==> src/hw/rtl/blsp_pkg.sv <==
// types, codes and constants shared by the segment parser modules
`default_nettype none

package blsp_pkg;

  // byte offset width and segment number limit
  localparam int unsigned OFFSET_BITS  = 24;
  localparam logic [7:0]  MAX_SEGMENTS = 8'd255;

  // header marker byte and header lengths
  localparam logic [7:0] MARKER_BYTE  = 8'hFF;
  localparam logic [2:0] HDR_LEN_MARK = 3'd6;
  localparam logic [2:0] HDR_LEN_BARE = 3'd4;

  // parse phases
  typedef enum logic [2:0] {
    PH_HEAD0 = 3'd0,
    PH_HEAD1 = 3'd1,
    PH_STLO  = 3'd2,
    PH_STHI  = 3'd3,
    PH_ENDLO = 3'd4,
    PH_ENDHI = 3'd5,
    PH_DATA  = 3'd6
  } phase_e;

  // error codes
  typedef enum logic [1:0] {
    ERR_NONE  = 2'd0,
    ERR_ORDER = 2'd1,
    ERR_TRUNC = 2'd2,
    ERR_COUNT = 2'd3
  } err_e;

  // one input item
  typedef struct packed {
    logic [7:0] stream_byte;
    logic       final_byte;
  } in_item_t;

  // item handed to the parser, fire marks the cycle it is consumed
  typedef struct packed {
    logic     fire;
    in_item_t item;
  } step_t;

  // segment descriptor
  typedef struct packed {
    logic [7:0]             segment_index;
    logic [OFFSET_BITS-1:0] header_offset;
    logic [15:0]            load_start;
    logic [15:0]            load_end;
    logic [16:0]            total_length;
    logic                   marker_seen;
    err_e                   error_code;
  } seg_desc_t;

  // descriptor with its valid bit
  typedef struct packed {
    logic      valid;
    seg_desc_t desc;
  } seg_res_t;

endpackage

`default_nettype wire

==> src/hw/rtl/binary_load_segment_parser_core.sv <==
// Segment parser for a segmented binary load image. Bytes enter one per
// transfer with a flag on the last byte; each completed segment header gives
// one descriptor (number, header offset, start, end, total length, marker)
// and errors give one flagged descriptor, after which all bytes are dropped
// until reset. The block takes one byte per clock cycle unless a held result
// stalls it: a byte goes from the input register through the parse step into
// the result register, where its descriptor is registered. A held result
// stalls the input only once the input register also holds a byte.
// Throughput is set only by the handshakes on the two channels.
`default_nettype none

module binary_load_segment_parser_core (
  input  wire logic                              clk_i,
  input  wire logic                              rst_ni,
  input  wire logic                              in_valid_i,
  output logic                                   in_ready_o,
  input  wire logic [7:0]                        stream_byte_i,
  input  wire logic                              final_byte_i,
  output logic                                   out_valid_o,
  input  wire logic                              out_ready_i,
  output logic [7:0]                             segment_index_o,
  output logic [blsp_pkg::OFFSET_BITS-1:0]       header_offset_o,
  output logic [15:0]                            load_start_o,
  output logic [15:0]                            load_end_o,
  output logic [16:0]                            total_length_o,
  output logic                                   marker_seen_o,
  output logic [1:0]                             error_code_o
);
  import blsp_pkg::*;

  step_t     step;
  seg_res_t  res;
  seg_desc_t desc;
  logic      advance;

  // input register
  blsp_in_reg u_in_reg (
    .clk_i         (clk_i),
    .rst_ni        (rst_ni),
    .in_valid_i    (in_valid_i),
    .in_ready_o    (in_ready_o),
    .stream_byte_i (stream_byte_i),
    .final_byte_i  (final_byte_i),
    .advance_i     (advance),
    .step_o        (step)
  );

  // parse state and step
  blsp_parser u_parser (
    .clk_i  (clk_i),
    .rst_ni (rst_ni),
    .step_i (step),
    .res_o  (res)
  );

  // result register
  blsp_out_reg u_out_reg (
    .clk_i       (clk_i),
    .rst_ni      (rst_ni),
    .res_i       (res),
    .fire_i      (step.fire),
    .out_ready_i (out_ready_i),
    .advance_o   (advance),
    .out_valid_o (out_valid_o),
    .desc_o      (desc)
  );

  assign segment_index_o = desc.segment_index;
  assign header_offset_o = desc.header_offset;
  assign load_start_o    = desc.load_start;
  assign load_end_o      = desc.load_end;
  assign total_length_o  = desc.total_length;
  assign marker_seen_o   = desc.marker_seen;
  assign error_code_o    = desc.error_code;

endmodule

`default_nettype wire

==> src/hw/rtl/blsp_in_reg.sv <==
// input register stage of the segment parser
`default_nettype none

module blsp_in_reg (
  input  wire logic           clk_i,
  input  wire logic           rst_ni,
  input  wire logic           in_valid_i,
  output logic                in_ready_o,
  input  wire logic [7:0]     stream_byte_i,
  input  wire logic           final_byte_i,
  input  wire logic           advance_i,
  output blsp_pkg::step_t     step_o
);
  import blsp_pkg::*;

  logic     valid_q, valid_d;
  in_item_t item_q;

  // free when empty or when the held byte moves on this cycle
  assign in_ready_o = !valid_q || advance_i;

  always_comb begin
    valid_d = valid_q;
    if (in_ready_o) begin
      valid_d = in_valid_i;
    end
  end

  always_ff @(posedge clk_i or negedge rst_ni) begin
    if (!rst_ni) begin
      valid_q <= 1'b0;
    end else begin
      valid_q <= valid_d;
    end
  end

  // payload capture on each input transfer
  always_ff @(posedge clk_i) begin
    if (in_ready_o && in_valid_i) begin
      item_q.stream_byte <= stream_byte_i;
      item_q.final_byte  <= final_byte_i;
    end
  end

  assign step_o.fire = valid_q && advance_i;
  assign step_o.item = item_q;

endmodule

`default_nettype wire

==> src/hw/rtl/blsp_parser.sv <==
// parse state and one-byte step logic of the segment parser
`default_nettype none

module blsp_parser (
  input  wire logic             clk_i,
  input  wire logic             rst_ni,
  input  wire blsp_pkg::step_t  step_i,
  output blsp_pkg::seg_res_t    res_o
);
  import blsp_pkg::*;

  phase_e                 phase_q, phase_d;
  logic [OFFSET_BITS-1:0] offset_q, offset_d;
  logic [OFFSET_BITS-1:0] head_q, head_d;
  logic [7:0]             low_q, low_d;
  logic [15:0]            start_q, start_d;
  logic [7:0]             endlo_q, endlo_d;
  logic [16:0]            remain_q, remain_d;
  logic [7:0]             count_q, count_d;
  logic                   marker_q, marker_d;
  logic                   halted_q, halted_d;

  logic [7:0]  b;
  logic        fin;
  logic        hdr_step;
  logic [15:0] end_val;
  logic [7:0]  count_inc;
  logic [16:0] remain_dec;
  logic [16:0] seg_len;

  assign b         = step_i.item.stream_byte;
  assign fin       = step_i.item.final_byte;
  assign end_val   = {b, endlo_q};
  assign count_inc = count_q + 8'd1;
  assign remain_dec = remain_q - 17'd1;
  assign seg_len   = {1'b0, end_val} - {1'b0, start_q} + 17'd1;

  // next state and descriptor for the byte at the head of the input register
  always_comb begin
    phase_d  = phase_q;
    offset_d = offset_q;
    head_d   = head_q;
    low_d    = low_q;
    start_d  = start_q;
    endlo_d  = endlo_q;
    remain_d = remain_q;
    count_d  = count_q;
    marker_d = marker_q;
    halted_d = halted_q;
    hdr_step = 1'b0;
    res_o    = '0;

    if (step_i.fire && !halted_q) begin
      offset_d = offset_q + OFFSET_BITS'(1);
      case (phase_q)
        PH_HEAD0: begin
          if (count_q >= MAX_SEGMENTS) begin
            // out of segment numbers
            res_o.valid              = 1'b1;
            res_o.desc.segment_index = count_q;
            res_o.desc.header_offset = offset_q;
            res_o.desc.error_code    = ERR_COUNT;
            halted_d                 = 1'b1;
          end else begin
            head_d   = offset_q;
            low_d    = b;
            marker_d = 1'b0;
            start_d  = '0;
            phase_d  = PH_HEAD1;
            hdr_step = 1'b1;
          end
        end
        PH_HEAD1: begin
          if (low_q == MARKER_BYTE && b == MARKER_BYTE) begin
            marker_d = 1'b1;
            phase_d  = PH_STLO;
          end else begin
            start_d = {b, low_q};
            phase_d = PH_ENDLO;
          end
          hdr_step = 1'b1;
        end
        PH_STLO: begin
          low_d    = b;
          phase_d  = PH_STHI;
          hdr_step = 1'b1;
        end
        PH_STHI: begin
          start_d  = {b, low_q};
          phase_d  = PH_ENDLO;
          hdr_step = 1'b1;
        end
        PH_ENDLO: begin
          endlo_d  = b;
          phase_d  = PH_ENDHI;
          hdr_step = 1'b1;
        end
        PH_ENDHI: begin
          // header complete: descriptor goes out
          count_d                  = count_inc;
          res_o.valid              = 1'b1;
          res_o.desc.segment_index = count_inc;
          res_o.desc.header_offset = head_q;
          res_o.desc.load_start    = start_q;
          res_o.desc.load_end      = end_val;
          res_o.desc.marker_seen   = marker_q;
          if (end_val < start_q) begin
            res_o.desc.error_code = ERR_ORDER;
            halted_d              = 1'b1;
          end else begin
            remain_d                = seg_len;
            res_o.desc.total_length = seg_len +
                                      {14'd0, (marker_q ? HDR_LEN_MARK : HDR_LEN_BARE)};
            res_o.desc.error_code   = fin ? ERR_TRUNC : ERR_NONE;
            phase_d                 = PH_DATA;
            halted_d                = fin;
          end
        end
        default: begin
          // data phase: count down the segment body
          if (remain_q != '0) begin
            remain_d = remain_dec;
          end
          if (remain_q == '0 || remain_dec == '0) begin
            phase_d  = PH_HEAD0;
            halted_d = fin;
          end else if (fin) begin
            res_o.valid              = 1'b1;
            res_o.desc.segment_index = count_q;
            res_o.desc.header_offset = head_q;
            res_o.desc.load_start    = start_q;
            res_o.desc.marker_seen   = marker_q;
            res_o.desc.error_code    = ERR_TRUNC;
            halted_d                 = 1'b1;
          end
        end
      endcase

      // stream ends inside a header
      if (hdr_step && fin) begin
        res_o.valid              = 1'b1;
        res_o.desc.segment_index = count_inc;
        res_o.desc.header_offset = head_d;
        res_o.desc.load_start    = start_d;
        res_o.desc.marker_seen   = marker_d;
        res_o.desc.error_code    = ERR_TRUNC;
        halted_d                 = 1'b1;
      end
    end
  end

  always_ff @(posedge clk_i or negedge rst_ni) begin
    if (!rst_ni) begin
      phase_q  <= PH_HEAD0;
      offset_q <= '0;
      head_q   <= '0;
      low_q    <= '0;
      start_q  <= '0;
      endlo_q  <= '0;
      remain_q <= '0;
      count_q  <= '0;
      marker_q <= 1'b0;
      halted_q <= 1'b0;
    end else begin
      phase_q  <= phase_d;
      offset_q <= offset_d;
      head_q   <= head_d;
      low_q    <= low_d;
      start_q  <= start_d;
      endlo_q  <= endlo_d;
      remain_q <= remain_d;
      count_q  <= count_d;
      marker_q <= marker_d;
      halted_q <= halted_d;
    end
  end

endmodule

`default_nettype wire

==> src/hw/rtl/blsp_out_reg.sv <==
// result register stage of the segment parser
`default_nettype none

module blsp_out_reg (
  input  wire logic               clk_i,
  input  wire logic               rst_ni,
  input  wire blsp_pkg::seg_res_t res_i,
  input  wire logic               fire_i,
  input  wire logic               out_ready_i,
  output logic                    advance_o,
  output logic                    out_valid_o,
  output blsp_pkg::seg_desc_t     desc_o
);
  import blsp_pkg::*;

  logic      valid_q, valid_d;
  seg_desc_t desc_q;

  // the parser may step when the result slot is empty or being taken
  assign advance_o = !valid_q || out_ready_i;

  always_comb begin
    valid_d = valid_q;
    if (fire_i) begin
      valid_d = res_i.valid;
    end else if (out_ready_i) begin
      valid_d = 1'b0;
    end
  end

  always_ff @(posedge clk_i or negedge rst_ni) begin
    if (!rst_ni) begin
      valid_q <= 1'b0;
    end else begin
      valid_q <= valid_d;
    end
  end

  // descriptor capture
  always_ff @(posedge clk_i) begin
    if (fire_i && res_i.valid) begin
      desc_q <= res_i.desc;
    end
  end

  assign out_valid_o = valid_q;
  assign desc_o      = desc_q;

endmodule

`default_nettype wire

==> config.mk <==
export PLATFORM = sky130hd
export DESIGN_NAME = binary_load_segment_parser_core
export DESIGN_NICKNAME = d
export VERILOG_FILES = /design/src/hw/rtl/blsp_pkg.sv /design/src/hw/rtl/binary_load_segment_parser_core.sv /design/src/hw/rtl/blsp_in_reg.sv /design/src/hw/rtl/blsp_parser.sv /design/src/hw/rtl/blsp_out_reg.sv
export SDC_FILE = /design/constraint.sdc
export NUM_CORES = 1
export LEC_CHECK = 0
export BUFFER_PORTS_ARGS = -buffer_cell sky130_fd_sc_hd__buf_2
export CORE_UTILIZATION = 25
export CTS_BUF_LIST = sky130_fd_sc_hd__clkbuf_16
export CTS_CLUSTER_SIZE = 30
export DETAILED_ROUTE_END_ITERATION = 8
export GPL_TIMING_DRIVEN = 0
export PLACE_DENSITY_LB_ADDON = 0.08
export RECOVER_POWER = 25
export SLEW_MARGIN = 5
export SYNTH_ARGS = -nofsm -noshare
export SYNTH_HDL_FRONTEND = slang
export SYNTH_SLANG_ARGS = --single-unit
==> constraint.sdc <==
create_clock -name clk_i -period 8.8 [get_ports clk_i]
set_clock_uncertainty 0.2 [all_clocks]
set_input_delay 0.88 -clock clk_i [delete_from_list [all_inputs] [get_ports clk_i]]
set_output_delay 0.88 -clock clk_i [all_outputs]
set_load 0.01 [all_outputs]
==> results.md <==
- TritonCTS sink count: around 210
- Hold-fix buffers at CTS: 0
- Pleak: about 5.3 nW
- Mean routed wirelength per cell: about 19 um
- Critical Path Source: u_parser.start_q[1]
- Fraction of layout cells with a size suffix above 1: 20.3%
- Multi-input gate area: about 4600 um2
- Post-CTS Setup Inserts: 0
- Core Area: between 40,000 and 50,000 um2
- Row count: 74
- Final net count: 1,110
- Final WS setup: approximately 4.5 ns
- Post-synth EDFFs: 93
- Peak supply drop: ~0.15 mV
- Cells after Synth: between 900 and 1,000
- Starting DRT DRC Count: 417
- Period utilisation layout: around half
- Filler cells: roughly 4,200
- Antenna violations before repair: 0
- Commonest register cell after synthesis: dfrtp_1
- Combinational power share: between 40% and 50%
- Commonest non-fill, non-tap cell in the layout: dfrtp_1
- Max FO, Critical Path: 4
- Global route overflow: 0
- RSZ-0062 raised after global routing: false
- Syn_nets: between 900 and 1,000
- Critical path class: reg -> reg
- Reg-to-reg startpoint: u_parser.start_q[1]
- CTS tree: built
- Fin. Hold Viols: 0
- CP required: 8.88 ns
- Die W: between 200 and 250 um
- Final Max Slew Viols: 36
- MaxCap Viol Count: 1
- Synth Area per Inst: about 12 um2
- Post-DRT Antenna Nets: 0
- Seq/Total Area, Yosys: a little over half
- Failing checks: capacitance limit, slew limit
- Clock Tree Root: clkbuf_16
- # DRC: 0
- Die Ht: between 200 and 250 um
- Commonest non-fill, non-tap cells in the layout: dfrtp_1, buf_2, edfxtp_1, nand2_1, nor2_1
- Die area: around 43,000 um2
- Worst skew pair latency: roughly 0.54 ns
- Drt first pass iters: 5
- Vias in the first global route: 7,723
- Slew HR: -47.8%
- Max Clock Freq: between 200 and 250 MHz
- Sw frac: about 43%
- DPL Wire Length: ~22,000 um
- Yosys warns: 0
- Synth Register Bits: approximately 200
- First-pass GRT wire length: approximately 48,000 um
- Final setup vio count: 0
- Power Density: 406 nW/um2
- Hold path start: u_parser.offset_q[18]
- Place WS: around 4 ns
- Int Pwr: 2.94 mW
- Register area: 5600 um2
- Reg clk slew, reported paths: about 0.060 ns
- Status: complete, but fails checks
- Largest net degree at the start of global routing: roughly 80
- Layout area overhead: 20.7%
- Routed vias/inst: 4.75
- Ports: just under 100
- Htree depth: 1
- Reg power frac: between 20% and 30%
- RePlAce Congestion: between 0.7 and 0.8
- Total GRT Usage: approximately 14%
- Synth unique cells: between 70 and 80
- Worst Setup End Kind: flip-flop
- Worst EP arrival: 4.43 ns
- Min Clock Period, post-route: ~4.3 ns
- Ant diodes: 0
- CTS Buf Count: 27
- Clock network power share: 21.4%
- Hold Path Class: reg -> reg
- Worst-margin pin slew: about 2.2 ns
- Startpoint Class: flip-flop
- Max clock buf depth: 3
- Net switching power: roughly 2.2 mW
- Area of the mapped netlist: 10,600 um2
- Starting Density: around a quarter
- Port Buf Inserts: between 90 and 100
- Post-Route WL: between 30,000 and 40,000 um
- Setup TNS: 0 ns
- Total number of vias: ~7,600
- Asr flop ratio synth: 54.6%
- CTS resizes: 0
-- worst max-delay path: stages (launching register included) --
cell	delay, ns
dfrtp_1	0.45
ha_1	0.32
inv_1	0.04
ha_1	0.21
fa_1	0.40
a21o_2	0.27
a221oi_4	0.35
xnor2_1	0.25
or4b_4	0.63
nor4_4	0.28
nand4_2	0.17
nor3_2	0.17
mux2_1	0.33
-- per-layer routing --
metal | vias up | routed length, um | track usage (%)
li1 | 3662 | - | -
met1 | 3789 | 15300 | 20.9
met2 | 124 | 13500 | 21.4
met3 | 32 | 934 | 1.80
met4 | 0 | 518 | 3.65
met5 | - | 0 | 0
-- cells by family after synthesis --
group | synth area share, %
AND/OR/NAND/NOR | 13.8
adder cells (fa/ha/maj) | 6.26
XOR/XNOR | 4.56
flip-flops | 53.0
buffers and inverters | 3.12
AO/OA/AOI/OAI | 14.8
multiplexers | 4.54
-- flip-flops by register name, summed over array words and instances, names as in the netlist --
signal                 flops
u_in_reg.step_o            9
u_in_reg.valid_q           1
u_out_reg.desc_o          84
u_out_reg.out_valid_o      1
u_parser.count_q           8
u_parser.endlo_q           8
u_parser.halted_q          1
u_parser.head_q           24
u_parser.low_q             8
u_parser.marker_q          1
u_parser.offset_q         24
u_parser.phase_q           3
u_parser.remain_q         17
u_parser.start_q          16
-- Yosys cell counts (all sizes together), types with 4 or more instances --
| cell | number | area (um2) |
|---|---|---|
| buf | 6 | 41.3 |
| o2bb2ai | 7 | 61.3 |
| o21ai | 35 | 179 |
| nand2b | 9 | 56.3 |
| and3 | 21 | 136 |
| nor3 | 22 | 130 |
| mux2 | 39 | 439 |
| nand2 | 70 | 265 |
| fa | 8 | 160 |
| clkbuf | 31 | 126 |
| a21oi | 31 | 159 |
| ha | 40 | 500 |
| and2 | 9 | 56.3 |
| or2 | 5 | 31.3 |
| a21o | 9 | 70.1 |
| a31oi | 8 | 56.3 |
| xnor2 | 35 | 307 |
| a22o | 64 | 561 |
| inv | 43 | 161 |
| dfrtp | 112 | 2800 |
| o211ai | 5 | 37.5 |
| or3 | 4 | 25.0 |
| nand3 | 29 | 145 |
| nor2 | 67 | 251 |
| edfxtp | 93 | 2790 |
| nand4 | 8 | 56.3 |
| nor2b | 10 | 62.6 |
| mux2i | 4 | 40.0 |
| o22ai | 11 | 68.8 |
| xor2 | 20 | 175 |
| nor4 | 11 | 118 |
-- cell type report --
type                       count  area share (%)
buffer                        37            1.32
clock buffer                  27            5.30
clock inverter                23            1.71
inverter                      43            1.27
multi-input combinational    632            36.5
sequential                   205            43.9
tap                          532            5.22
timing repair buffer         103            4.80
-- per-stage QoR --
stage / hold slack (ns) / area [um2] / cells / util (%) / power (mW)
after CTS: 0.0302 / 12700 / 1602 / 30.9 / 5.24
final: 0.309 / 12700 / 1602 / 30.9 / 5.18
after global routing: 0.289 / 12700 / 1602 / 30.9 / 5.56
after floorplan: 0.258 / 10600 / 917 / - / 3.26
after detailed placement: 0.296 / 11900 / 1552 / 28.8 / 4.10
after global placement: 0.289 / 11700 / 1547 / 28.4 / 4.10
-- path summary, 6_finish.rpt --
check	end	slack, ns	cells after the start
setup / recovery	u_out_reg.desc_o[19]	4.46	12
hold reg to reg	u_parser.offset_q[18]	0.31	1
max in group asynchronous	u_out_reg.out_valid_o	6.32	1
setup reg to reg	u_out_reg.desc_o[19]	4.46	12
min in group asynchronous	u_parser.head_q[17]	0.79	1
hold / removal	u_parser.offset_q[18]	0.31	1
-- power by group through the flow --
stage / clock network [mW] / logic (mW) / registers [mW]
after floorplan: 0 / 1.73 / 1.53
after global placement: 0 / 2.53 / 1.57
after detailed placement: 0 / 2.57 / 1.53
after CTS: 1.15 / 2.58 / 1.51
after global routing: 1.18 / 2.83 / 1.55
final: 1.11 / 2.56 / 1.51
(Power assumes the default switching activity.)
